<file path="src/sv/itrd_pkg.sv">
// ---------------------------------------------------------------------------
// itrd_pkg: shared types and constants for the radix digit converter
// Holds the radix limits, the ASCII digit bases, the controller/datapath
// command and status bundles, and the digit-to-character function.
// ---------------------------------------------------------------------------
`default_nettype none

package itrd_pkg;

  // Width of the radix register and of one stored digit.
  localparam int DIGIT_W = 6;
  // Width of one ASCII character code.
  localparam int CHAR_W  = 7;

  // Radix limits and reset value.
  localparam logic [DIGIT_W-1:0] RADIX_MIN   = 6'd2;
  localparam logic [DIGIT_W-1:0] RADIX_MAX   = 6'd36;
  localparam logic [DIGIT_W-1:0] RADIX_RESET = 6'd10;

  // Character bases and the largest decimal digit.
  localparam logic [CHAR_W-1:0]  CHAR_ZERO   = 7'd48;
  localparam logic [CHAR_W-1:0]  CHAR_NINE   = 7'd57;
  localparam logic [CHAR_W-1:0]  CHAR_A      = 7'd65;
  localparam logic [CHAR_W-1:0]  CHAR_Z      = 7'd90;
  localparam logic [DIGIT_W-1:0] DEC_MAX     = 6'd9;
  localparam logic [CHAR_W-1:0]  LETTER_OFS  = 7'd10;

  // Commands from the controller to the datapath.
  typedef struct packed {
    logic load;      // capture a new item and clear the digit counters
    logic step;      // one restoring division step
    logic store;     // write the remainder as a digit
    logic rd;        // read the digit at the pointer
    logic load_out;  // move the read digit into the output register
    logic dec;       // move the pointer to the next lower digit
  } itrd_cmd_t;

  // Status from the datapath to the controller.
  typedef struct packed {
    logic div_last;  // the current step is the final one of a division
    logic q_zero;    // the quotient is zero
    logic ptr_zero;  // the pointer is at the least significant digit
  } itrd_status_t;

  // Maps a digit value to its ASCII character.
  function automatic logic [CHAR_W-1:0] char_of(input logic [DIGIT_W-1:0] d);
    logic [CHAR_W-1:0] d7;
    d7 = {1'b0, d};
    if (d <= DEC_MAX) begin
      return CHAR_ZERO + d7;
    end else begin
      return CHAR_A + d7 - LETTER_OFS;
    end
  endfunction

endpackage

`default_nettype wire

</file>
<file path="src/sv/itrd_ram.sv">
// ---------------------------------------------------------------------------
// itrd_ram: generic simple dual-port RAM
// One write port and one read port with registered read data.
// ---------------------------------------------------------------------------
`default_nettype none

module itrd_ram #(
  parameter int WIDTH = 8,
  parameter int DEPTH = 64
) (
  input  wire logic                     clk,
  input  wire logic                     wr_en,
  input  wire logic [$clog2(DEPTH)-1:0] wr_addr,
  input  wire logic [WIDTH-1:0]         wr_data,
  input  wire logic                     rd_en,
  input  wire logic [$clog2(DEPTH)-1:0] rd_addr,
  output logic      [WIDTH-1:0]         rd_data
);

  logic [WIDTH-1:0] mem [DEPTH];

  // Write port and registered read port.
  always_ff @(posedge clk) begin
    if (wr_en) begin
      mem[wr_addr] <= wr_data;
    end
    if (rd_en) begin
      rd_data <= mem[rd_addr];
    end
  end

endmodule

`default_nettype wire

</file>
<file path="src/sv/itrd_datapath.sv">
// ---------------------------------------------------------------------------
// itrd_datapath: divider, digit store and output register
// A bit-serial restoring divider produces one digit per division; digits are
// kept in a small RAM and read back most significant first.
// ---------------------------------------------------------------------------
`default_nettype none

module itrd_datapath import itrd_pkg::*; #(
  parameter int VALUE_BITS = 63
) (
  input  wire logic                  clk,
  input  wire logic                  rst,
  input  wire logic                  cfg_wr_en,
  input  wire logic [DIGIT_W-1:0]    cfg_wr_data,
  input  wire logic [VALUE_BITS-1:0] value,
  input  wire itrd_cmd_t             cmd,
  output itrd_status_t               status,
  output logic      [CHAR_W-1:0]     char_code,
  output logic                       last
);

  localparam int CW = $clog2(VALUE_BITS);
  localparam logic [CW-1:0] LAST_BIT = CW'(VALUE_BITS - 1);

  logic [DIGIT_W-1:0]    radix;
  logic [DIGIT_W-1:0]    eff_radix;
  logic [VALUE_BITS-1:0] quot;
  logic [DIGIT_W-1:0]    rem;
  logic [CW-1:0]         bit_cnt;
  logic [CW-1:0]         ptr;
  logic [DIGIT_W:0]      trial;
  logic [DIGIT_W:0]      diff;
  logic                  ge;
  logic [DIGIT_W-1:0]    rd_digit;

  // Radix register, written by the configuration port.
  always_ff @(posedge clk) begin
    if (rst) begin
      radix <= RADIX_RESET;
    end else if (cfg_wr_en) begin
      radix <= cfg_wr_data;
    end
  end

  // Out-of-range radix values are clamped to the supported range.
  always_comb begin
    priority if (radix < RADIX_MIN) begin
      eff_radix = RADIX_MIN;
    end else if (radix > RADIX_MAX) begin
      eff_radix = RADIX_MAX;
    end else begin
      eff_radix = radix;
    end
  end

  // One restoring division step: shift in the next dividend bit and subtract.
  assign trial = {rem, quot[VALUE_BITS-1]};
  assign ge    = trial >= {1'b0, eff_radix};
  assign diff  = trial - {1'b0, eff_radix};

  // Dividend/quotient shift register and partial remainder.
  always_ff @(posedge clk) begin
    if (cmd.load) begin
      quot <= value;
      rem  <= '0;
    end else if (cmd.step) begin
      quot <= {quot[VALUE_BITS-2:0], ge};
      rem  <= ge ? diff[DIGIT_W-1:0] : trial[DIGIT_W-1:0];
    end else if (cmd.store) begin
      rem  <= '0;
    end
  end

  // Step counter within one division and digit pointer.
  always_ff @(posedge clk) begin
    if (rst) begin
      bit_cnt <= '0;
      ptr     <= '0;
    end else begin
      if (cmd.load || cmd.store) begin
        bit_cnt <= '0;
      end else if (cmd.step) begin
        bit_cnt <= bit_cnt + CW'(1);
      end
      if (cmd.load) begin
        ptr <= '0;
      end else if (cmd.store && !status.q_zero) begin
        ptr <= ptr + CW'(1);
      end else if (cmd.dec) begin
        ptr <= ptr - CW'(1);
      end
    end
  end

  // Digit store, least significant digit at address zero.
  itrd_ram #(
    .WIDTH (DIGIT_W),
    .DEPTH (VALUE_BITS)
  ) u_digits (
    .clk     (clk),
    .wr_en   (cmd.store),
    .wr_addr (ptr),
    .wr_data (rem),
    .rd_en   (cmd.rd),
    .rd_addr (ptr),
    .rd_data (rd_digit)
  );

  // Output register holding the character that waits for the receiver.
  always_ff @(posedge clk) begin
    if (cmd.load_out) begin
      char_code <= char_of(rd_digit);
      last      <= status.ptr_zero;
    end
  end

  assign status.div_last = bit_cnt == LAST_BIT;
  assign status.q_zero   = quot == '0;
  assign status.ptr_zero = ptr == '0;

endmodule

`default_nettype wire

</file>
<file path="src/sv/itrd_ctrl.sv">
// ---------------------------------------------------------------------------
// itrd_ctrl: sequencing state machine for the radix digit converter
// Runs the divisions until the quotient reaches zero, then reads the digits
// back and hands them to the output channel one at a time.
// ---------------------------------------------------------------------------
`default_nettype none

module itrd_ctrl import itrd_pkg::*; (
  input  wire logic         clk,
  input  wire logic         rst,
  input  wire logic         in_valid,
  output logic              in_ready,
  output logic              out_valid,
  input  wire logic         out_ready,
  input  wire itrd_status_t status,
  output itrd_cmd_t         cmd
);

  typedef enum logic [5:0] {
    S_IDLE  = 6'b000001,
    S_DIV   = 6'b000010,
    S_STORE = 6'b000100,
    S_READ  = 6'b001000,
    S_LOAD  = 6'b010000,
    S_OUT   = 6'b100000
  } state_t;

  state_t state;
  state_t state_next;

  // State register.
  always_ff @(posedge clk) begin
    if (rst) begin
      state <= S_IDLE;
    end else begin
      state <= state_next;
    end
  end

  // Next state and datapath commands.
  always_comb begin
    state_next = state;
    cmd        = '0;
    unique case (state)
      S_IDLE: begin
        if (in_valid) begin
          cmd.load   = 1'b1;
          state_next = S_DIV;
        end
      end
      S_DIV: begin
        cmd.step = 1'b1;
        if (status.div_last) begin
          state_next = S_STORE;
        end
      end
      S_STORE: begin
        cmd.store  = 1'b1;
        state_next = status.q_zero ? S_READ : S_DIV;
      end
      S_READ: begin
        cmd.rd     = 1'b1;
        state_next = S_LOAD;
      end
      S_LOAD: begin
        cmd.load_out = 1'b1;
        state_next   = S_OUT;
      end
      S_OUT: begin
        if (out_ready) begin
          if (status.ptr_zero) begin
            state_next = S_IDLE;
          end else begin
            cmd.dec    = 1'b1;
            state_next = S_READ;
          end
        end
      end
      default: begin
        state_next = S_IDLE;
      end
    endcase
  end

  assign in_ready  = state == S_IDLE;
  assign out_valid = state == S_OUT;

endmodule

`default_nettype wire

</file>
<file path="src/sv/integer_to_radix_digits_core.sv">
// ---------------------------------------------------------------------------
// integer_to_radix_digits_core: integer to radix digit string converter
// Converts an unsigned integer to ASCII digits in a radix from 2 to 36.
// ---------------------------------------------------------------------------
// Usage:
//   The input channel (in_valid/in_ready) takes one item: the value to
//   convert. The output channel (out_valid/out_ready) returns its digits as
//   ASCII characters, most significant first, with last set on the final one.
//   A zero input yields the single character '0'.
//   The radix is written through cfg_wr_en/cfg_wr_data while the block is
//   idle; values below 2 act as 2 and values above 36 act as 36.
// Operation:
//   One item is handled at a time; in_ready is high only when idle.
//   Each digit costs one division on the shared bit-serial divider, and
//   each character is then read from the digit RAM, loaded into the
//   output register and presented.
// Reset and stalls:
//   Reset returns the controller to idle and the radix to 10. A stalled
//   receiver holds the current character in the output register; nothing
//   is lost or repeated.
// ---------------------------------------------------------------------------
`default_nettype none

module integer_to_radix_digits_core import itrd_pkg::*; #(
  parameter int VALUE_BITS = 63
) (
  input  wire logic                  clk,
  input  wire logic                  rst,
  input  wire logic                  cfg_wr_en,
  input  wire logic [DIGIT_W-1:0]    cfg_wr_data,
  input  wire logic                  in_valid,
  output logic                       in_ready,
  input  wire logic [VALUE_BITS-1:0] value,
  output logic                       out_valid,
  input  wire logic                  out_ready,
  output logic      [CHAR_W-1:0]     char_code,
  output logic                       last
);

  itrd_cmd_t    cmd;
  itrd_status_t status;

  // Sequencing state machine.
  itrd_ctrl u_ctrl (
    .clk       (clk),
    .rst       (rst),
    .in_valid  (in_valid),
    .in_ready  (in_ready),
    .out_valid (out_valid),
    .out_ready (out_ready),
    .status    (status),
    .cmd       (cmd)
  );

  // Divider, digit store and output register.
  itrd_datapath #(
    .VALUE_BITS (VALUE_BITS)
  ) u_datapath (
    .clk         (clk),
    .rst         (rst),
    .cfg_wr_en   (cfg_wr_en),
    .cfg_wr_data (cfg_wr_data),
    .value       (value),
    .cmd         (cmd),
    .status      (status),
    .char_code   (char_code),
    .last        (last)
  );

  // The block never takes an item while it is presenting a character.
  a_no_overlap: assert property (@(posedge clk) disable iff (rst)
    !(in_ready && out_valid))
    else $error("input accepted while a character is pending");

  // An accepted item always starts a conversion.
  a_busy_after_accept: assert property (@(posedge clk) disable iff (rst)
    (in_valid && in_ready) |=> !in_ready)
    else $error("still ready right after accepting an item");

  // The final character returns the block to idle.
  a_idle_after_last: assert property (@(posedge clk) disable iff (rst)
    (out_valid && out_ready && last) |=> in_ready)
    else $error("not idle after the final character");

  // Every presented character is a legal digit.
  a_legal_char: assert property (@(posedge clk) disable iff (rst)
    out_valid |-> ((char_code >= CHAR_ZERO && char_code <= CHAR_NINE) ||
                   (char_code >= CHAR_A && char_code <= CHAR_Z)))
    else $error("illegal digit character");

endmodule

`default_nettype wire

</file>
<file path="config.mk">
export PLATFORM = sky130hd
export DESIGN_NAME = integer_to_radix_digits_core
export DESIGN_NICKNAME = d
export VERILOG_FILES = /design/src/sv/itrd_pkg.sv /design/src/sv/itrd_ram.sv /design/src/sv/itrd_datapath.sv /design/src/sv/itrd_ctrl.sv /design/src/sv/integer_to_radix_digits_core.sv
export SDC_FILE = /design/constraint.sdc
export NUM_CORES = 1
export LEC_CHECK = 0
export ABC_CLOCK_PERIOD_IN_PS = 4900
export BUFFER_PORTS_ARGS = -buffer_cell sky130_fd_sc_hd__buf_2
export CORE_MARGIN = 10
export CORE_UTILIZATION = 36
export CTS_BUF_LIST = sky130_fd_sc_hd__clkbuf_4
export DETAILED_ROUTE_END_ITERATION = 8
export PLACE_DENSITY = 0.54
export SLEW_MARGIN = 20
export SYNTH_ARGS = -nofsm -noshare
export SYNTH_HDL_FRONTEND = slang
export SYNTH_SLANG_ARGS = --single-unit
</file>
<file path="constraint.sdc">
create_clock -name clk -period 4.9 [get_ports clk]
set_clock_uncertainty 0.2 [all_clocks]
set_input_delay 0.245 -clock clk [delete_from_list [all_inputs] [get_ports clk]]
set_output_delay 0.245 -clock clk [all_outputs]
set_load 0.005 [all_outputs]
</file>
Word-level counts from Yosys, hierarchy flattened

Memory sizes are Yosys's and may differ from the RTL's. A register that Yosys moved wholly into a read port is not among the register bits.
Index checks and enable logic that the tools add are counted.
Widths: inputs -> output; s select.

Bits in registers: 101
Bits in writable memories: 378
Bits of input ports: 74
Output and inout bits: 10
Logic and storage cells: 68
Memories kept: 1

Memories:

| memory                  | depth | bits a word | read ports | clocked after memory_dff | write ports | line           | source |
|---|---|---|---|---|---|---|---|
| u_datapath.u_digits.mem | 63    | 6           | 1          | 1                        | 1           | itrd_ram.sv:20 | `logic [WIDTH-1:0] mem [DEPTH];` |

Add/subtract/negate cells: 7
Magnitude comparators: 4
Equality and inequality tests: 10
Multiplexer cells: 27
Reductions and logical operators: 11

Operator list:

| kind                | number |
|---|---|
| $mux 63             | 2 |
| $logic_not 63->1    | 1 |
| $mux 6              | 10 |
| $pmux 6 s6          | 1 |
| $add 6x1->6 const B | 2 |
| $eq 6x6->1 const B  | 2 |
| $mux 1              | 11 |
| $mux 4              | 2 |
| $add 6x6->7 const A | 1 |
| $add 7x6->7 const A | 1 |
| $ge 7x6->1          | 1 |
| $mux 7              | 1 |
| $sub 7x4->7 const B | 1 |
| $eq 6x1->1 const B  | 1 |
| $eq 6x2->1 const B  | 1 |
| $eq 6x3->1 const B  | 1 |
| $eq 6x4->1 const B  | 1 |
| $eq 6x5->1 const B  | 1 |
| $gt 6x6->1 const B  | 1 |
| $le 6x4->1 const B  | 1 |
| $logic_not 6->1     | 1 |
| $lt 6x2->1 const B  | 1 |
| $reduce_bool 2->1   | 3 |
| $sub 6x1->6 const B | 1 |
| 8 further kinds     | 10 |

Longest topological paths before layout

Gate-level depths: netlist (run 1).

Word-level depth: 6
Depth in mapped cells: 12
Gate-level depth less buffers: 12

Modules after synthesis

A second synthesis (run 1) with hierarchy kept.

Cells, all modules: 1164
Area total of the unflattened synthesis: 20265.7 um^2

Modules (own cells, without submodules):

| module        | times used | cells each | area an instance (um^2) | sequential area each (um^2) |
|---|---|---|---|---|
| itrd_ram      | 1          | 740        | 15107.0                 | 11531.1 |
| itrd_datapath | 1          | 385        | 4783.3                  | 2612.5 |
| itrd_ctrl     | 1          | 39         | 375.4                   | 120.1 |

Least setup slack after synthesis (run 1)

No wires, ideal clock.

Path kind: reg-to-reg
Start point: register u_ctrl.state[3]
End point: register u_datapath.quot[0] (enable)
Setup time: 0.422 ns
Data arrival time: 2.747 ns
Data required time: 4.278 ns
Setup slack: 1.530 ns
Cell stages (with the launch flop): 9
Buffers on the path: 3
Period minus slack after synthesis: 3.370 ns
Path through: dfxtp_1 clkbuf_2 nor4_1 nand3b_1 inv_1 nand2_1 buf_2 buf_2 nand2_1

Longest elaborated chain between the ends: 3
Elaborated cells on any way between the ends: 5
Those cells by class: eq/ne (2); mux (2); reduce/logical (1)

Ends and longest elaborated chain:

| element                            | line                               | source |
|---|---|---|
| start, declared                    | itrd_ctrl.sv:28                    | `state_t state;` |
| start signal, assigned             | itrd_ctrl.sv:36                    | `state <= state_next;` |
| $eq 6x1->1                         | --                                 |  |
| via in_ready                       | integer_to_radix_digits_core.sv:32 | `output logic in_ready,` |
| $mux 1                             | itrd_ctrl.sv:44                    | `unique case (state)` |
| $reduce_bool 2->1 (no source line) | --                                 |  |
| end signal, assigned               | itrd_datapath.sv:64                | `quot <= value;` |
| end signal, assigned               | itrd_datapath.sv:67                | `quot <= {quot[VALUE_BITS-2:0], ge};` |
| end, declared                      | itrd_datapath.sv:27                | `logic [VALUE_BITS-1:0] quot;` |

The timed path passes the listed nets, and every way through them passes these cells.
A chain may end at the register's enable or synchronous reset.

Worst setup path after layout (run 1)

Start point: register u_datapath.ptr[1]
End point: memory u_datapath.u_digits.mem[22][3] (netlist name) (enable)

RTL lines:

| element                | line                | source |
|---|---|---|
| start, declared        | itrd_datapath.sv:30 | `logic [CW-1:0] ptr;` |
| start signal, assigned | itrd_datapath.sv:88 | `ptr <= ptr + CW'(1);` |
| start signal, assigned | itrd_datapath.sv:90 | `ptr <= ptr - CW'(1);` |
| end, declared          | itrd_ram.sv:20      |  |

Straight into the memory's write port.

==> results of run 1 <==
-- layout by cell type, fill, tap and decap left out, types with 27 or more instances in the layout --
cell and n:
mux4_2 39, mux2_2 84, nor2_1 124, edfxtp_1 455, dlygate4sd3_1 149, buf_2 83
mux2i_1 55, o21ai_0 27, clkbuf_4 183, nand2_1 40, a21oi_1 42
-- Yosys cell counts, types with 7 or more instances --
cell	n
o21ai_0	27
inv_1	21
nor2_1	125
nor3_1	8
xnor2_1	13
buf_4	10
nand4_1	7
clkbuf_1	25
nor2b_1	9
a21oi_1	42
buf_2	24
nor4_1	17
nand2_1	42
ha_1	17
dfxtp_1	30
a221oi_1	22
nand3_1	9
a22o_1	8
buf_6	8
mux2_2	84
mux4_1	7
a22oi_1	26
mux2i_1	55
o22ai_1	13
mux4_2	39
edfxtp_1	455
-- worst reg2reg max path: cells and delay by family, from the launching register on --
kind	cells	cell delay, ps
buffers and inverters	1	280
AND/OR/NAND/NOR	3	2050
flip-flops	1	610
-- layer usage --
layer / vias to the layer above / track usage
li1: 5602 / -
met1: 6236 / 0.2027
met2: 483 / 0.2660
met3: 94 / 0.04296
met4: 0 / 0.05522
met5: - / 0
-- path summary, 6_finish.rpt --
path,depth (start not counted),endpoint,slack (ps)
worst max-delay path,4,u_datapath.u_digits.mem[22][3]$_DFFE_PP_,1330
worst min-delay path,3,u_datapath.quot[17]$_DFFE_PP_,90
worst max register to register,4,u_datapath.u_digits.mem[22][3]$_DFFE_PP_,1330
worst min register to register,3,u_datapath.bit_cnt[5]$_SDFFE_PP0P_,350
-- registers in the layout (all words and copies together), names as in the netlist --
signal / cells
u_datapath.last: 1
u_datapath.char_code: 7
u_datapath.ptr: 6
u_datapath.u_digits.mem: 378
u_datapath.rem: 6
u_datapath.u_digits.rd_data: 6
u_datapath.quot: 63
u_ctrl.state: 6
u_datapath.radix: 6
u_datapath.bit_cnt: 6
-- cells by family after synthesis --
logic type	after synthesis
simple gates	256
buf+inv	92
fa+ha+maj	19
compound gates	187
mux	186
flops	485
xor+xnor	18
-- cell type report --
class | count | area [um2] | area share
antenna | 4 | 10.01 | 0.0004081
timing repair buffer | 255 | 2092 | 0.08529
sequential | 485 | 14280 | 0.5823
multi-input combinational | 666 | 5533 | 0.2256
tap | 748 | 935.9 | 0.03816
clock inverter | 32 | 222.7 | 0.009080
clock buffer | 183 | 1374 | 0.05601
inverter | 21 | 78.83 | 0.003214
-- through the flow --
step	power, mW	util	hold slack [ps]	setup slack (ps)	std cells
floorplan	5.774	-	167.4	1530	1243
global placement	6.061	0.3867	253.2	1347	2026
detailed placement	6.067	0.3867	266.9	1367	2026
CTS	9.700	0.4424	2.292	1339	2390
global route	10.07	0.4426	5.536	1241	2394
finish	9.623	0.4426	89.79	1332	2394
-- where the power goes --
part           switching (mW)  leakage, nW  internal, mW
Sequential              0.142         4.46          4.94
Clock                    1.66        0.943          1.86
Combinational           0.550         2.88         0.474
Total                    2.35         8.29          7.27
-- timing repair --
action / 4_1_cts / 5_1_grt
endpoints found under the hold margin: 82 / 0
hold buffers: 149 / 0
buffers inserted: 0 / 0
==> impl.org, run 1 <==
** Routing
- Total wire length :: between 50,000 and 60,000 um
- The final route contains 12,415 vias.
- Dividing the detail-routed via count by the number of cells gives 5.186.
- Met2 routed wirelength :: 26,960 um
- The first detailed-routing pass took 5 iterations.
- Highest metal layer with signal wires :: met4
- Post-route DRC :: 0
- Summed over all nets, wire length on met3 after detailed routing comes to about 3700 um.
- Post-DRT Antenna Nets :: 0
- After detailed routing, the average wire length per cell comes to roughly 23 um.
- The detailed router put a total of 22,260 um of wire on met1.
- Initial DRC count :: 892

** Worst setup path
- Counting both buffers and inverters, the worst setup path holds a total of 1.
- The critical path starts at u_datapath.ptr[1]$_SDFFE_PP0P_.
- Highest fanout seen on the critical path :: 30
- Kind of cell with the highest combined delay on the critical path :: simple AND/OR/NAND/NOR gates
- Launch instance of the worst register-to-register path :: u_datapath.ptr[1]$_SDFFE_PP0P_
- WP data arrival :: 3790 ps
- The worst setup path is launched from a flip-flop.
- For this design, the slowest cell found on the critical path is nor2_1.
- Critical path type :: flip-flop to flip-flop
- Cells along the critical path :: nor2b_1 -> buf_4 -> nand3_1 -> nor2_1
- CP peak stage delay :: 760 ps
- STA classifies the critical path endpoint as a flip-flop.
- Req. time, crit path :: 5120 ps

** Logic synthesis
- In the synthesized netlist the async set-or-reset flop fraction comes to 0.
- Dominant combinational cell family by area after synthesis :: multiplexers
- Multiplexer share of the synthesized area :: 0.1270
- Counting flops and latches in the post-synthesis netlist gives 485.
- For this run, the register share of the synthesized area comes to 0.7039.
- Cell taking the most area after synthesis :: edfxtp_1
- Synthesized-area fraction occupied by ao, oa, aoi and oai cells :: 0.06434
- Number of warnings issued by yosys :: 0
- Yosys mapped a number of flops with a built-in enable equal to around 460.
- After synthesis, the netlist uses 75 different library cells.
- Post-synthesis share of cell area spent on xor and xnor gates :: 0.007780
- By area the synthesized netlist is led by edfxtp_1 67%, mux2_2 4.7%, mux4_2 4.3%, dfxtp_1 3.0%, mux2i_1 2.7%.
- Main synth FF type :: edfxtp_1
- Adder-cell share of the synthesized area :: 0.01247
- Area share of and/or/nand/nor cells after synthesis :: 0.06106
- Cells after synthesis :: 1,243
- Post-synthesis net count :: 1,336
- Summing every instance area after synthesis gives 0.02026 mm2.
- Top-area cell type share of the netlist area :: 0.6742
- Dividing the synthesized area by the synthesized cell count gives 16.30 um2.

** Floorplan
- 84 I/O pins were placed.
- Number of placement rows :: 86
- The die covers 0.06618 mm2.
- Measured along the x axis, the die boundary spans 257.3 um.
- For this configuration, the core starts out at a cell density of 0.3657.
- After floorplanning, the core was sized to cover approximately 0.055 mm2.
- From bottom edge to top edge, the die measures between 200 and 300 um.

** GRT
- Antenna violations before repair :: 4
- For this run the aggregate overflow at the end of global routing stands at 0.
- Global Route Usage Sum :: 0.1615
- The via count of the first global-routing pass came to 12,979.
- The first global-routing pass estimated ~82,000 um of wire.
- Entering global routing, the biggest net connects 67 pins.

** STA
- Period Utilization, post-route :: 0.7281
- After routing, the total negative slack on setup checks comes to 0 ps.
- Measured against its own limit, the worst slew margin works out to 0.3686.
- The final hold violation count was 0.
- The worst path needs 3568 ps of the cycle, external delays included.
- Static timing analysis puts the maximum clock frequency at 280.3 MHz.
- Setup repair after global routing missed its margin :: no
- Final setup vio count :: 0
- Worst-Margin Slew :: 947.1 ps
- Final Max Slew Viols :: 0

** Clock network
- TritonCTS built the clock tree.
- The clock tree synthesis step divided the H-tree into 3 levels.
- Clock insertion delay at the later pin of the skew report :: around 860 ps
- Number of gates resized after cts :: 0
- Buffers inserted during clock tree synthesis total 121.
- Clock Tree Root :: clkbuf_4
- The clock net in this run drives a total of between 400 and 500 sinks.
- Clock-pin slew was measured on the worst setup and hold paths at about 70 ps.
- Max Buffers Root-to-Sink :: 3

** Cells and area
- In the final design database the tool counted 1,643 nets.
- Finished layout cell area :: 0.02453 mm2
- Of the cells placed in the final design, the portion with a size suffix greater than 1 is 0.2710.
- FILL cells :: ~5,000
- The area growth from synthesis to layout is 21.04%.

** Place
- Detailed Place HPWL :: between 30,000 and 40,000 um
- The count of buffers added on input and output ports is 83.
- Routability-driven placement congestion ratio :: 0.8115
- Instance area at placement :: 0.02143 mm2

** Worst hold path
- The worst hold path belongs to the class input pin to flip-flop.
- In this run the most critical hold path is launched from value[17].

** Power and ir drop
- Peak supply drop :: 0.0002628 V
- Power spread over the standard cell area amounts to 392.3 mW/mm2.
- Total leakage power :: 8.289 nW

** Outcome
- The run finished with clean final reports.

** Run
- The tool flagged a number of max-cap violations equal to 0.
(Power assumes the default switching activity.)
==> run 2: changes to the inputs <==
Settings changed: ABC_CLOCK_PERIOD_IN_PS 4900 to 3400.
Clock period 4.9 ns to 3.4 ns, I/O delays scaled along.
==> run 2 against run 1 <==
Against the previous run: first-iteration DRC count is 6.7% higher; core utilization is 2.1 points higher; count of clock-buffer cells in the layout shrank 12; die area unchanged.
==> impl.org, run 2 (synthesis gave the netlist of run 1 again) <==
** Worst setup path
- The slowest stage of the critical path is the edfxtp_1 cell.
- Launch instance of the worst register-to-register path :: u_datapath.quot[20]$_DFFE_PP_
- The cell count of the worst reg-to-reg path was 12 (+8).
- R2r endpoint :: u_datapath.ptr[5]$_SDFFE_PP0P_
- Traced cell by cell, the critical path runs through nor4_1 -> nand4_1 -> nor4_2 -> buf_4 -> nand2b_1 -> ha_1 -> a211oi_1 -> o21a_1 -> o2111ai_1 -> o41ai_1 -> xnor2_1 -> nor2_1.
- STA classifies the critical path startpoint as a flip-flop.
- Highest fanout seen on the critical path :: 5 (-83%)
- The critical path's largest stage delay was 400 ps (-360 ps).
- Kind of cell with the highest combined delay on the critical path :: simple AND/OR/NAND/NOR gates
- WP data arrival :: 3820 ps (+30 ps)
- Req. time, crit path :: 3990 ps (-1130 ps)
- The slack of the worst reg-to-reg path came to 170 ps (-1160 ps).
- The worst setup path is captured at a flip-flop.
- Critical path type :: flip-flop to flip-flop
- The buffer and inverter count on the worst path came to 1 (unchanged).

** GRT
- Residual overflow from global routing :: 0 (unchanged)
- Vias in the first global route :: 13,738 (+5.8%)
- Global Route Usage Sum :: 0.1656 (+0.004092)
- The pin count of the biggest net entering global routing was 66 (-1.5%).
- Global-route wire length before repair :: 83,860 um (+2.8%)
- The initial antenna violation count is 9 (+5).

** Power and ir drop
- The power share of the sequential group came to 0.527 (about the same).
- Int Pwr :: 10.48 mW (+44%)
- Power density cells :: 541.6 mW/mm2 (+38%)
- The maximum VDD drop was 0.0003641 V (+39%).
- The switching share of total power is 0.2469 (+0.002146).
- The part of the total power dissipated in the clock network came to 0.344 (-0.022).
- The leakage dissipation was 8.929 nW (+7.7%).
- P_sw :: 3.435 mW (+46%)
- The share of power burned in combinational logic was 0.128 (+0.022).

** Routing
- The wire length the detailed router placed on met1 was 22,630 um (+1.6%).
- Post-DRT Antenna Nets :: 0 (unchanged)
- Post-route DRC :: 0 (unchanged)
- Total wire length :: 55,660 um (+2.3%)
- Highest metal layer with signal wires :: met4
- The wire length on met3 is 3208 um (-14%).
- Ratio of routed vias to standard cells :: 5.120 (-1.3%)
- The total via count in the routed design came to 12,974 (+4.5%).
- Initial DRC count :: 952 (+6.7%)
- The sum of met2 wire segment lengths after detailed routing was 28,020 um (+3.9%).
- Number of detailed-routing iterations run before antenna repair :: 7 (+2)
- The detail-routed net length per standard cell came to 21.97 um (-3.3%).

** Place
- The HPWL after detailed placement is 33,670 um (+3.2%).
- Placement-stage worst setup slack :: 222.3 ps (-1145 ps)
- Routability-driven placement congestion ratio :: 0.8222 (+1.3%)
- Port Buffer Count :: 83 (unchanged)
- The instance area after placement came to 0.02228 mm2 (+4.0%).

** Outcome
- Result of the run :: complete, no violations

** Cells and area
- Area growth from synthesis to layout :: 26.79%
- Leaving out fill and tap cells, the most frequent cell in the layout is edfxtp_1.
- Counting flops per register, the top entry is u_datapath.u_digits.mem.
- Share of cells above drive strength 1 :: 0.3017 (+0.03074)
- Most frequent cells in the layout :: 455 x edfxtp_1, 187 x dlygate4sd3_1, 171 x clkbuf_4, 124 x nor2_1, 114 x buf_4
- The number of flip-flops under the largest register name came to 378 (unchanged).
- Final net count :: 1,781 (+8.4%)
- Finished layout cell area :: 0.02569 mm2 (+4.7%)
- Share of the core filled with cells in the final layout :: 0.4636 (+0.02102)
- Biggest registers after layout :: u_datapath.u_digits.mem x378, u_datapath.quot x63, u_datapath.char_code x7

** STA
- The final hold violation count is 0 (unchanged).
- Peak Freq :: 309.6 MHz (+10%)
- Final-layout setup total negative slack :: 0 ps (unchanged)
- Final Max Slew Viols :: 0 (unchanged)
- Fin worst setup slack :: 170.5 ps (-1162 ps)
- Setup repair after global routing left no endpoint under its margin.
- The worst relative slew slack is 0.4113 (+0.04276).
- The transition at the pin with the smallest max-transition slack is 876.2 ps (-70.88 ps).
- Period Utilization, post-route :: 0.9499 (+0.2218)
- The final number of setup-violating endpoints is 0 (unchanged).
- Min cycle time layout :: 3230 ps (-338.2 ps)

** Clock network
- The number of buffers created by CTS was 121 (unchanged).
- H-tree levels :: 3 (unchanged)
- TritonCTS built the clock tree.
- Clock insertion delay at the later pin of the skew report :: 890 ps (+30 ps)
- The post-CTS setup repair buffer count is 0 (unchanged).
- The CTS clock-pin slew for the worst setup and hold paths was 70 ps (about the same).
- Max Buffers Root-to-Sink :: 3 (unchanged)
- Count of clock tree sinks :: 485 (unchanged)
- The tree is rooted in a clkbuf_4.

** Floorplan
- Area of the die :: 0.06618 mm2 (unchanged)
- The height of the die came to 257.3 um (unchanged).
- The floorplan row count is 86 (unchanged).
- The number of placed I/O pins came to 84 (unchanged).
- The starting density of the core was 0.3657 (unchanged).
- The core outline area was 0.05542 mm2 (unchanged).
- The die outline width is 257.3 um (unchanged).

** Worst hold path
- The worst hold path belongs to the class input pin to flip-flop.
- The path with the worst hold slack has its endpoint at u_datapath.ptr[3]$_SDFFE_PP0P_.
- Hold Startpoint :: rst
- Hold-critical path depth :: 5 (+2)

** Run
- The number of max-cap violations is 0 (unchanged).
-- run 2: cell count changes in the layout (fill, tap and decap cells not counted), sizes merged, moves of 8 or more --
| cell | change |
|---|---|
| clkbuf | -12 |
| dlygate4sd3 | +38 |
| buf | +100 |
| diode | +9 |
| clkinv | +8 |
-- run 2: tightest hold or removal path, delay by kind of cell --
family / cells / cell delay (ps)
AND/OR/NAND/NOR: 2 / 180
buffers and inverters: 3 / 860
-- run 2: per-stage QoR --
step | hold slack [ps] | total power, mW | std cells
3_5_place_dp | 185.9 | 8.776 | 2126
4_1_cts | 40.50 | 13.94 | 2521
2_1_floorplan | 92.42 | 8.321 | 1243
5_1_grt | 95.18 | 14.53 | 2533
6_report | 158.2 | 13.92 | 2534
3_3_place_gp | 177.0 | 8.737 | 2126
-- run 2: metal layers --
layer | track usage | vias up
met1 | 0.2001 | 6542
li1 | - | 5890
met5 | 0 | -
met4 | 0.07362 | 0
met2 | 0.2743 | 418
met3 | 0.04394 | 124
-- run 2: area by class of cell --
| type | count | area (um2) |
|---|---|---|
| Multi-Input combinational cell | 666 | 5552 |
| Fill cell | 4866 | 29720 |
| Timing Repair Buffer | 393 | 3323 |
| Clock inverter | 37 | 205.2 |
| Antenna cell | 13 | 32.53 |
| Inverter | 21 | 78.83 |
| Clock buffer | 171 | 1284 |
| Tap cell | 748 | 935.9 |
| Sequential cell | 485 | 14280 |
-- run 2: worst max path at each step --
stage | start | to | slack, ps | cells after the start
2_1_floorplan | u_ctrl.state[3]$_SDFFE_PP0P_ | u_datapath.quot[0]$_DFFE_PP_ | 30 | 8
3_3_place_gp | u_datapath.quot[8]$_DFFE_PP_ | u_datapath.ptr[5]$_SDFFE_PP0P_ | 220 | 12
3_5_place_dp | u_datapath.quot[8]$_DFFE_PP_ | u_datapath.ptr[5]$_SDFFE_PP0P_ | 220 | 12
4_1_cts | u_datapath.quot[8]$_DFFE_PP_ | u_datapath.ptr[5]$_SDFFE_PP0P_ | 250 | 12
5_1_grt | u_datapath.quot[0]$_DFFE_PP_ | u_datapath.ptr[5]$_SDFFE_PP0P_ | 20 | 12
6_report | u_datapath.quot[20]$_DFFE_PP_ | u_datapath.ptr[5]$_SDFFE_PP0P_ | 170 | 12
-- run 2: repair_timing --
action                                  4_1_cts  5_1_grt
endpoints found under the setup margin        0        1
hold buffers                                187        0
hold endpoints to repair                     93        0
resized for setup                             0        3
-- run 2: power groups by stage --
stage,Combinational (mW),Sequential [mW],Clock (mW)
finish,1.78,7.34,4.79
global route,1.92,7.37,5.24
CTS,1.73,7.30,4.91
detailed placement,1.35,7.42,0
global placement,1.32,7.41,0
floorplan,0.877,7.44,0
